## src/hw/rtl/dics_pkg.sv

```systemverilog
// Shared types, constants and codes for the discrete inverse-CDF sampler.
package dics_pkg;

   localparam int VALUE_BITS    = 16;
   localparam int WEIGHT_BITS   = 16;
   localparam int FRACTION_BITS = 16;
   localparam int FRAC_IN_BITS  = FRACTION_BITS + 1;
   localparam int TOTAL_BITS    = 24;
   localparam int INDEX_BITS    = 8;
   localparam int STATUS_BITS   = 2;
   localparam int LHS_BITS      = FRAC_IN_BITS + TOTAL_BITS;

   localparam logic CMD_LOAD   = 1'b0;
   localparam logic CMD_SAMPLE = 1'b1;

   typedef enum logic [STATUS_BITS-1:0] {
      STATUS_OK       = 2'd0,
      STATUS_FULL     = 2'd1,
      STATUS_NO_MATCH = 2'd2,
      STATUS_EMPTY    = 2'd3
   } status_type;

   typedef struct packed {
      logic capture;
      logic write;
      logic search_init;
      logic set_empty;
      logic probe;
      logic step;
      logic fetch;
      logic set_nomatch;
      logic set_ok;
      logic publish;
   } ctl_cmd_type;

   typedef struct packed {
      logic is_load;
      logic total_zero;
      logic search_done;
      logic no_match;
   } dp_stat_type;

endpackage

```

## src/hw/rtl/dics_ctrl.sv

```systemverilog
// Controller: sequences load, multiply, bisection probes, value fetch and output handoff.
module dics_ctrl (
   input  logic                  clock,
   input  logic                  reset,
   input  logic                  req_tvalid,
   output logic                  req_tready,
   output logic                  rsp_tvalid,
   input  logic                  rsp_tready,
   output dics_pkg::ctl_cmd_type cmd,
   input  dics_pkg::dp_stat_type stat
);
   import dics_pkg::*;

   typedef enum logic [2:0] {
      ST_IDLE,
      ST_DECODE,
      ST_PROBE,
      ST_COMPARE,
      ST_FETCH,
      ST_FETCH_WAIT,
      ST_FINISH
   } state_type;

   state_type state_ff;
   logic      rsp_valid_ff;
   logic      out_free;

   assign out_free   = !rsp_valid_ff || rsp_tready;
   assign req_tready = (state_ff == ST_IDLE);
   assign rsp_tvalid = rsp_valid_ff;

   always_comb begin
      cmd = '0;
      case (state_ff)
         ST_IDLE: begin
            cmd.capture = req_tvalid;
         end
         ST_DECODE: begin
            cmd.write       = stat.is_load;
            cmd.set_empty   = !stat.is_load && stat.total_zero;
            cmd.search_init = !stat.is_load && !stat.total_zero;
         end
         ST_PROBE: begin
            cmd.probe = !stat.search_done;
         end
         ST_COMPARE: begin
            cmd.step = 1'b1;
         end
         ST_FETCH: begin
            cmd.fetch       = !stat.no_match;
            cmd.set_nomatch = stat.no_match;
         end
         ST_FETCH_WAIT: begin
            cmd.set_ok = 1'b1;
         end
         ST_FINISH: begin
            cmd.publish = out_free;
         end
         default: begin
            cmd = '0;
         end
      endcase
   end

   always_ff @(posedge clock) begin
      if (reset) begin
         state_ff     <= ST_IDLE;
         rsp_valid_ff <= 1'b0;
      end else begin
         if (rsp_tready && !cmd.publish) begin
            rsp_valid_ff <= 1'b0;
         end
         case (state_ff)
            ST_IDLE: begin
               if (req_tvalid) begin
                  state_ff <= ST_DECODE;
               end
            end
            ST_DECODE: begin
               if (stat.is_load || stat.total_zero) begin
                  state_ff <= ST_FINISH;
               end else begin
                  state_ff <= ST_PROBE;
               end
            end
            ST_PROBE: begin
               state_ff <= stat.search_done ? ST_FETCH : ST_COMPARE;
            end
            ST_COMPARE: begin
               state_ff <= ST_PROBE;
            end
            ST_FETCH: begin
               state_ff <= stat.no_match ? ST_FINISH : ST_FETCH_WAIT;
            end
            ST_FETCH_WAIT: begin
               state_ff <= ST_FINISH;
            end
            ST_FINISH: begin
               if (out_free) begin
                  rsp_valid_ff <= 1'b1;
                  state_ff     <= ST_IDLE;
               end
            end
            default: begin
               state_ff <= ST_IDLE;
            end
         endcase
      end
   end

`ifndef ASSERT_OFF
   a_publish_when_free: assert property (@(posedge clock) disable iff (reset)
      cmd.publish |-> (!rsp_valid_ff || rsp_tready))
      else $error("result overwritten before it was taken");
   a_publish_sets_valid: assert property (@(posedge clock) disable iff (reset)
      cmd.publish |=> rsp_valid_ff)
      else $error("published result not marked valid");
   a_single_command: assert property (@(posedge clock) disable iff (reset)
      $onehot0(cmd))
      else $error("more than one datapath command in a cycle");
`endif

endmodule

```

## config.mk

```make
export PLATFORM = sky130hd
export DESIGN_NAME = dics_ctrl
export DESIGN_NICKNAME = d
export VERILOG_FILES = /design/src/hw/rtl/dics_pkg.sv /design/src/hw/rtl/dics_ctrl.sv
export SDC_FILE = /design/constraint.sdc
export NUM_CORES = 1
export LEC_CHECK = 0
export BUFFER_PORTS_ARGS = -buffer_cell sky130_fd_sc_hd__buf_2
export CORE_AREA = 4 4 41 43
export DETAILED_ROUTE_END_ITERATION = 12
export DIE_AREA = 0 0 45 47
export PLACE_DENSITY = 0.46
export SLEW_MARGIN = 20
export SYNTH_ARGS = -nofsm -noshare
export SYNTH_HDL_FRONTEND = slang
export SYNTH_SLANG_ARGS = --single-unit
```

## constraint.sdc

```tcl
create_clock -name clock -period 1.3 [get_ports clock]
set_input_delay 0.065 -clock clock [delete_from_list [all_inputs] [get_ports clock]]
set_output_delay 0.065 -clock clock [all_outputs]
set_load 0.005 [all_outputs]
```

==> flow_summary.toml, run 1 <==
[synth]
ys_top_cells_by_count = "5 x sky130_fd_sc_hd__nor2_1, 4 x sky130_fd_sc_hd__dfxtp_1, 4 x sky130_fd_sc_hd__nor2b_1, 4 x sky130_fd_sc_hd__nor3_1"
synth_top_flop_cell = "sky130_fd_sc_hd__dfxtp_1"
mappedNetlistNets = 48
synthSimpleGateAreaFrac_pct = 53.3
dominant_cell_by_count_in_the_synthesized_netlist = "sky130_fd_sc_hd__nor2_1"
synth-edff-count = 0
synth_async_sr_flop_share_pct = 0
multiplexer_area_fraction_after_synthesis_pct = 0
synth-adder-area-share_pct = 0
post_synth_inst_count = 40
cell_types_with_the_largest_area_share_after_synthesis = "sky130_fd_sc_hd__dfxtp_1 25%, sky130_fd_sc_hd__nor4b_2 9.3%, sky130_fd_sc_hd__nor2b_1 7.8%, sky130_fd_sc_hd__nor3_1 6.2%, sky130_fd_sc_hd__nor2_1 5.8%"
synth-seq-cells = 4
synthDominantCellAreaShare_pct = 24.9
synth_compound_area_share_pct = 14.4
ys.warnings.count = 0
synth_sequential_area_ratio_pct = 24.9
syn_area_um2 = 322
dominant_combinational_cell_family_by_area_after_synthesis = "simple AND/OR/NAND/NOR gates"
post_synth_xor_area_fraction_pct = 0
synthDistinctLibCells = 21
mean_cell_area_of_the_mapped_netlist_um2 = 8.04
synth_top_cell_by_area = "sky130_fd_sc_hd__dfxtp_1"

[routing]
drt_first_iter_violations = 2
vias_per_cell = 4.70
final_routed_wirelength_um = 1070
detail-route-antenna-nets = 0
drt_drc_violations_left = 0
firstDrtPassIters = 3
routedWlPerCell_um = 12.7
route.vias.total = 395

[timing]
setup_violations = 3
finalCritPeriodShare_pct = 103
final_hold_viol_count = 0
max-slew-margin-rel_pct = 81.1
setup_total_negative_slack_ns = -0.0871
finalMaxSlewViolations = 0
final_critical_path_setup_slack_ns = -0.0436
finalWorstPathRequiredPeriod_ns = 1.34
fmax_mhz = 744
finalClockSkew_ns = 0.00323
grt_setup_unrepaired = "true"
tightest_slew_ns = 0.284

[floorplan]
placeableCoreArea_um2 = 1300
initial_utilization_pct = 24.7
die_width_um = 45
placement_rows = 13
ioPinCount = 20
fp.dieH_um = 47
die_area_um2 = 2120

[placement]
io_buffers = 19
detailedPlacementHpwl_um = 747
dp.cells = 77
place.gp.congestion = 0.699
postPlaceCellArea_um2 = 457

[setup_path]
critPathRequiredTime_ns = 1.24
critical_path_class = "register to primary output"
startpoint_of_the_most_critical_register_to_register_path = "state_ff[0]"
crit_fanout = 6
worst_r2r_path_depth = 4
timing.critical_path.arrival_ns = 1.28
timing.critical_path.from = "state_ff[2]"
critical_path.startpoint_type = "register"
timing.critical_path.to_type = "primary output"

[status]
violations = "setup timing"
run_status = "complete, but fails checks"

[final_layout]
fin_cells = 84
drive_above_1_share_pct = 60.9
design.final.nets = 79
layout.core_utilization_pct = 42.2
area_growth_syn_to_layout_pct = 70.8
insertedDiodeCount = 0
finalInstanceArea_um2 = 549

[grt]
globalRoute.totalOverflow = 0
grt_start_max_net_pins = 11
grt_pass1_vias = 385
grt_pass1_wl_um = 1610
global_route.usage.total_pct = 10.7
grt_antenna_before_repair = 0

[power]
vdd.ir_drop.worst_mv = 1.18
share_seq_of_total_power_pct = 22.2
clock_power_share_pct = 13.1
powerDensity_nw_per_um2 = 2190
power_switching_w = 0.000489
sw_frac_of_total_pct = 40.6
power.combinational.fraction_pct = 64.7
p_leak_nw = 0.262
internal-power_w = 0.000716

[clocking]
cts_made_buffers = 3
cts.path.max_buffers = 2
cts_htree_levels = 1
clock-root-buffer = "sky130_fd_sc_hd__clkbuf_4"
clk-insertion-delay-late_ns = 0.24
clk_transition_reported_paths_ns = 0.04
clkSinkCount = 4
cts_tree = "yes"

[worst_hold_path]
whs_path_depth = 2
hold_path.startpoint = "reset"
hold_path_class = "input port to register"

[run]
max-cap-violations = 0
## flip-flops by register name (all words and copies together) (netlist names)
register    cells
state_ff        3
rsp_tvalid      1
## critical path, stage by stage (launching register included)
cell,delay (ns)
sky130_fd_sc_hd__dfxtp_4,0.36
sky130_fd_sc_hd__or3_4,0.41
sky130_fd_sc_hd__nor3b_2,0.15
sky130_fd_sc_hd__buf_2,0.12
## area by class of cell
type	instances	area, µm²
sequential	4	88.8
multi-input combinational	32	251
inverter	2	7.51
tap	15	18.8
clock buffer	3	22.5
timing repair buffer	28	160
fill	149	752
## per-layer routing
layer / up-vias / global-route usage [%] / part of all wire [%]
met3: 2 / 3.83 / 7.0
met5: - / 0 / 0
met2: 16 / 18.4 / 49
li1: 201 / - / -
met4: 0 / 5.26 / 1.2
met1: 176 / 11.8 / 43
## timing repair
action,in CTS,in global routing
gates resized for setup,5,5
endpoints found under the setup margin,7,10
setup buffers,2,2
pin swaps,1,2
hold buffers,0,0
## cells by family after synthesis
group,after synthesis
buffers and inverters,4
and+or+nand+nor,26
AOI/OAI and AO/OA,6
DFF,4
## per-stage QoR
step | hold WS, ns | setup WS [ns] | total power, W
floorplan | 0.134 | 0.160 | 0.000621
global placement | 0.300 | 0.0627 | 0.000853
detailed placement | 0.293 | 0.0794 | 0.000850
CTS | 0.0358 | -0.0637 | 0.00109
global route | 0.0559 | -0.129 | 0.00131
finish | 0.0390 | -0.0436 | 0.00121
## worst paths after layout
check	to	slack, ns
max	cmd[6]	-0.04
min	state_ff[2]	0.04
max reg2reg	state_ff[0]	0.12
min reg2reg	state_ff[2]	0.65
## power by group through the flow
stage	Clock [W]	Combinational, W	Sequential (W)
after floorplan	0	0.000400	0.000222
final	0.000158	0.000780	0.000267
after CTS	0.000158	0.000675	0.000258
after global routing	0.000164	0.000868	0.000281
after detailed placement	0	0.000591	0.000259
after global placement	0	0.000589	0.000264
## cells in the final DEF (no fill, tap or decap)
cell / count
sky130_fd_sc_hd__dfxtp_2: 1
sky130_fd_sc_hd__nor3_1: 2
sky130_fd_sc_hd__clkbuf_2: 1
sky130_fd_sc_hd__dfxtp_4: 2
sky130_fd_sc_hd__nor4_1: 1
sky130_fd_sc_hd__or3_4: 1
sky130_fd_sc_hd__dfxtp_1: 1
sky130_fd_sc_hd__nor3b_1: 2
sky130_fd_sc_hd__or2_1: 1
sky130_fd_sc_hd__a2111oi_2: 1
sky130_fd_sc_hd__nor2_1: 5
sky130_fd_sc_hd__nor3b_2: 1
sky130_fd_sc_hd__and2_1: 1
sky130_fd_sc_hd__buf_2: 19
sky130_fd_sc_hd__buf_4: 8
sky130_fd_sc_hd__nand2_1: 3
sky130_fd_sc_hd__clkbuf_4: 3
sky130_fd_sc_hd__o32a_1: 1
sky130_fd_sc_hd__nor3_4: 1
sky130_fd_sc_hd__nor4b_4: 2
sky130_fd_sc_hd__a21oi_1: 3
sky130_fd_sc_hd__nor3_2: 1
sky130_fd_sc_hd__inv_1: 1
sky130_fd_sc_hd__inv_2: 1
sky130_fd_sc_hd__o22ai_1: 1
sky130_fd_sc_hd__and3b_1: 1
sky130_fd_sc_hd__nor2b_1: 4
(Power assumes the default switching activity.)
==> run 2: changes to the inputs <==
==> constraint.sdc (replaced) <==
create_clock -name clock -period 1.3 [get_ports clock]
set_input_delay 0.195 -clock clock [delete_from_list [all_inputs] [get_ports clock]]
set_output_delay 0.195 -clock clock [all_outputs]
set_load 0.005 [all_outputs]
==> run 2 against run 1 <==
The run still ends with setup timing left. Die area unchanged. First-iteration DRC count unchanged. Routed wire length fell by 6.8%. Combinational power up 14%. Clock skew fell by 0.00092 ns. Cell area increased by 8.4%. Final cell count is 6.0% higher. Total power increased by 6.4%. Highest routed layer is now met3. Count of clock-buffer cells in the layout did not move.
==> flow_summary.toml, run 2 (same netlist as run 1, synthesis figures left out) <==
[placement]
io_buffers = 19
detailedPlacementHpwl_um = 692
place.gp.congestion = 0.785

[timing]
grt_setup_unrepaired = "true"
finalClockSkew_ns = 0.00231
tightest_slew_ns = 0.302
final_hold_viol_count = 0
final_critical_path_setup_slack_ns = -0.155
finalMaxSlewViolations = 0
max-slew-margin-rel_pct = 79.7
fmax_mhz = 687
finalCritPeriodShare_pct = 112
setup_violations = 12
finalWorstPathRequiredPeriod_ns = 1.46

[grt]
grt_pass1_wl_um = 1590
globalRoute.totalOverflow = 0
grt_pass1_vias = 377
grt_antenna_before_repair = 0
grt_start_max_net_pins = 7
global_route.usage.total_pct = 10.4

[routing]
drt_drc_violations_left = 0
routedWlPerCell_um = 11.2
final_routed_wirelength_um = 993
detail-route-antenna-nets = 0
firstDrtPassIters = 4
route.vias.total = 406
vias_per_cell = 4.56
drt_first_iter_violations = 2

[power]
vdd.ir_drop.worst_mv = 0.866
powerDensity_nw_per_um2 = 2150
p_leak_nw = 0.290
total_power_w = 0.00128

[floorplan]
ioPinCount = 20
placement_rows = 13
die_width_um = 45
placeableCoreArea_um2 = 1300
initial_utilization_pct = 24.7
die_area_um2 = 2120
fp.dieH_um = 47

[clocking]
count_of_hold_fix_buffers_inserted_at_cts = 0
clock-root-buffer = "sky130_fd_sc_hd__clkbuf_4"
clk_transition_reported_paths_ns = 0.04
cts.path.max_buffers = 2
cts_htree_levels = 1
cts_made_buffers = 3
clk-insertion-delay-late_ns = 0.23
cts_tree = "yes"
clkSinkCount = 4

[setup_path]
crit_fanout = 6
worst_r2r_path_depth = 6
timing.critical_path.arrival_ns = 1.26
critPathRequiredTime_ns = 1.11
critical_path_class = "register to primary output"
timing.critical_path.to_type = "primary output"
critical_path.startpoint_type = "register"

[final_layout]
drive_above_1_share_pct = 64.9
biggest_register = "state_ff"
leading_cell_types_in_the_layout_fill_and_taps_excluded = "19 x sky130_fd_sc_hd__buf_2, 12 x sky130_fd_sc_hd__buf_4, 5 x sky130_fd_sc_hd__nor2_1"
design.final.nets = 84
largest_register_ffs = 3
layout.core_utilization_pct = 45.8
insertedDiodeCount = 0
most_common_library_cell_in_the_layout_ignoring_fill_and_taps = "sky130_fd_sc_hd__buf_2"
area_growth_syn_to_layout_pct = 85.2

[worst_hold_path]
hold_path_class = "input port to register"
whs_path_depth = 2

[run]
max-cap-violations = 0

[status]
run_status = "complete, but fails checks"
violations = "setup timing"
## run 2: cell types whose count changed in the layout (fill, tap and decap cells not counted), sizes merged
cell / before / now
buf: 27 / 33
clkbuf: 4 / 3
## run 2: worst max-delay path: stages, from the launching register on
cell                      delay (ns)
sky130_fd_sc_hd__dfxtp_2        0.35
sky130_fd_sc_hd__buf_4          0.16
sky130_fd_sc_hd__nor3_1         0.25
sky130_fd_sc_hd__and2_1         0.17
sky130_fd_sc_hd__buf_2          0.10
## run 2: metal layers
layer  wire (µm)  GRT usage [%]  share of wire, %  vias to the layer above
met4           0           3.51                 0                        0
met5           0              0                 0                        -
li1            -              -                 -                      214
met1         458           13.0                46                      176
met3          72           3.45               7.3                        0
met2         461           16.9                46                       16
## run 2: final timing paths
check               from           to  slack (ns)
max          state_ff[1]       cmd[9]       -0.16
min                reset  state_ff[0]        0.19
max reg2reg  state_ff[2]  state_ff[0]       -0.05
min reg2reg  state_ff[1]  state_ff[0]        0.65
## run 2: repair_timing
item,in CTS,in global routing
setup buffers,5,2
endpoints found under the hold margin,0,0
pin swaps,2,4
setup endpoints to repair,12,12
resized for setup,8,4
gates cloned,0,0
## run 2: power by group
group	leakage [nW]	total, W	internal (W)	switching [W]
Combinational	0.242	0.000888	0.000509	0.000379
Clock	0.0138	0.000151	0.000103	0.0000481
Sequential	0.0342	0.000244	0.000184	0.0000594
## run 2: cell type report
class | count | area [µm²]
fill | 145 | 706
clock buffer | 3 | 22.5
timing repair buffer | 33 | 208
inverter | 2 | 7.51
multi-input combinational | 32 | 253
tap | 15 | 18.8
sequential | 4 | 86.3
## run 2: per-stage QoR
stage / TNS, ns / hold slack [ns] / setup slack, ns / cell area (µm²) / std cells
final: -1.05 / 0.186 / -0.155 / 596 / 89
after global routing: -1.77 / 0.193 / -0.235 / 596 / 89
after CTS: -0.774 / 0.171 / -0.180 / 563 / 87
after detailed placement: -0.00457 / 0.420 / -0.00457 / 472 / 79
after global placement: 0 / 0.418 / 0.00971 / 472 / 79
after floorplan: 0 / 0.264 / 0.0733 / 322 / 40
==> run 3: changes to the inputs <==
==> constraint.sdc (replaced) <==
create_clock -name clock -period 1.3 [get_ports clock]
set_input_delay 0.26 -clock clock [delete_from_list [all_inputs] [get_ports clock]]
set_output_delay 0.26 -clock clock [all_outputs]
set_load 0.005 [all_outputs]
==> run 3 against run 2 <==
The flow still finishes with violations (setup timing). Clock skew barely moved. Cell area rose by 1.7%. Register-to-register slack improved by 0.02 ns. Sequential power rose by 9.8%. Routed wire length rose by 1.3%. Fmax fell by 4.2%. Core utilization rose by 0.77 points. Critical path depth did not move. Combinational power rose by 3.3%. Clock power barely moved. Die area did not move. Critical path type unchanged.
==> flow_summary.toml, run 3 (same netlist as run 1, synthesis figures left out) <==
[status]
run_status = "complete, but fails checks"
violations = "setup timing"

[final_layout]
most_common_library_cell_in_the_layout_ignoring_fill_and_taps = "sky130_fd_sc_hd__buf_2"
fin_cells = 87
insertedDiodeCount = 0
leading_cell_types_in_the_layout_fill_and_taps_excluded = "19 x sky130_fd_sc_hd__buf_2, 9 x sky130_fd_sc_hd__buf_4, 5 x sky130_fd_sc_hd__nor2_1"
drive_above_1_share_pct = 68.1
finalInstanceArea_um2 = 606
layout.core_utilization_pct = 46.5
design.final.nets = 82
largest_register_ffs = 3
area_growth_syn_to_layout_pct = 88.3
biggest_register = "state_ff"

[floorplan]
die_width_um = 45
placement_rows = 13
placeableCoreArea_um2 = 1300
die_area_um2 = 2120
ioPinCount = 20
fp.dieH_um = 47
initial_utilization_pct = 24.7

[timing]
timing.hold.ws_ns = 0.237
setup_violations = 13
final_critical_path_setup_slack_ns = -0.218
finalCritPeriodShare_pct = 117
finalWorstPathRequiredPeriod_ns = 1.52
finalClockSkew_ns = 0.00255
final_hold_viol_count = 0
finalMaxSlewViolations = 0
grt_setup_unrepaired = "true"
fmax_mhz = 659
tightest_slew_ns = 0.305
max-slew-margin-rel_pct = 79.6

[power]
power_switching_w = 0.000515
vdd.ir_drop.worst_mv = 1.56
internal-power_w = 0.000821
power.combinational.fraction_pct = 68.7
sw_frac_of_total_pct = 38.6
p_leak_nw = 0.286
total_power_w = 0.00134
powerDensity_nw_per_um2 = 2210
share_seq_of_total_power_pct = 20.1
clock_power_share_pct = 11.3

[placement]
io_buffers = 19
dp.cells = 77
place.gp.congestion = 0.718
postPlaceCellArea_um2 = 457
detailedPlacementHpwl_um = 728

[setup_path]
timing.critical_path.arrival_ns = 1.26
critical_path_class = "register to primary output"
timing.critical_path.to_type = "primary output"
critPathRequiredTime_ns = 1.04
critical_path.startpoint_type = "register"
crit_fanout = 4

[grt]
grt_start_max_net_pins = 10
grt_antenna_before_repair = 0
global_route.usage.total_pct = 9.72
met1_usage_pct = 13.0
use_met2_pct = 14.1
grt_pass1_vias = 374
grtUsageMet3_pct = 1.53
globalRoute.totalOverflow = 0
grt_pass1_wl_um = 1510
grt_busiest_layer = "met2"

[routing]
vias_per_cell = 4.67
drt_first_iter_violations = 2
drt_drc_violations_left = 0
detail-route-antenna-nets = 0
routedWlPerCell_um = 11.6
firstDrtPassIters = 4
route.vias.total = 406
final_routed_wirelength_um = 1010

[clocking]
cts_tree = "yes"
cts.path.max_buffers = 2
cts_htree_levels = 1
clk_transition_reported_paths_ns = 0.03
count_of_hold_fix_buffers_inserted_at_cts = 0
clkSinkCount = 4
clk-insertion-delay-late_ns = 0.23
clock-root-buffer = "sky130_fd_sc_hd__clkbuf_4"
cts_made_buffers = 3

[worst_hold_path]
hold_path_class = "input port to register"

[run]
max-cap-violations = 0
[run 3: cell count changes in the layout (fill, tap and decap cells not counted)]
| cell | before | now |
|---|---|---|
| sky130_fd_sc_hd__buf_4 | 12 | 9 |
| sky130_fd_sc_hd__or2_1 | 1 | 0 |
| sky130_fd_sc_hd__buf_6 | 2 | 3 |
| sky130_fd_sc_hd__nor3_2 | 0 | 1 |
| sky130_fd_sc_hd__or2_4 | 0 | 1 |
| sky130_fd_sc_hd__nor3_1 | 4 | 2 |
| sky130_fd_sc_hd__nor3_4 | 0 | 1 |
| sky130_fd_sc_hd__dfxtp_2 | 2 | 1 |
| sky130_fd_sc_hd__dfxtp_4 | 1 | 2 |
[run 3: routing by layer]
layer,wire [µm],vias up
li1,-,208
met1,452,182
met2,487,16
met3,66,0
met4,0,0
met5,0,-
[run 3: worst paths after layout]
path	from	end	slack, ns	cells after the start
hold / removal	reset	state_ff[2]	0.24	2
setup reg to reg	state_ff[2]	state_ff[2]	-0.03	6
setup / recovery	state_ff[2]	cmd[5]	-0.22	4
hold reg to reg	state_ff[1]	state_ff[0]	0.67	2
[run 3: area by class of cell]
cell class	instances	area, µm²
Tap cell	15	18.8
Clock buffer	3	22.5
Inverter	2	7.51
Sequential cell	4	88.8
Fill cell	140	696
Timing Repair Buffer	31	196
Multi-Input combinational cell	32	272
[run 3: power groups by stage]
stage	clock network [W]	registers (W)	logic, W
floorplan	0	0.000222	0.000400
global placement	0	0.000233	0.000635
detailed placement	0	0.000234	0.000628
CTS	0.000157	0.000252	0.000686
global route	0.000159	0.000279	0.00102
finish	0.000151	0.000268	0.000917
[run 3: worst max-delay path, cell delays in order, from the launching register on]
cell and delay [ns]:
sky130_fd_sc_hd__dfxtp_4 0.35, sky130_fd_sc_hd__buf_4 0.13, sky130_fd_sc_hd__buf_6 0.12, sky130_fd_sc_hd__nor4b_4 0.27
sky130_fd_sc_hd__buf_2 0.16
[run 3: what timing repair did]
action,CTS,global route
resized for setup,6,12
pin swaps,1,4
setup buffers,1,7
setup endpoints to repair,11,12
[run 3: stage by stage]
step | TNS, ns | setup WS (ns)
final | -1.22 | -0.218
after global routing | -2.01 | -0.310
after CTS | -1.31 | -0.223
after detailed placement | 0 | 0.000503
after global placement | -0.00126 | -0.00126
after floorplan | 0 | 0.00828
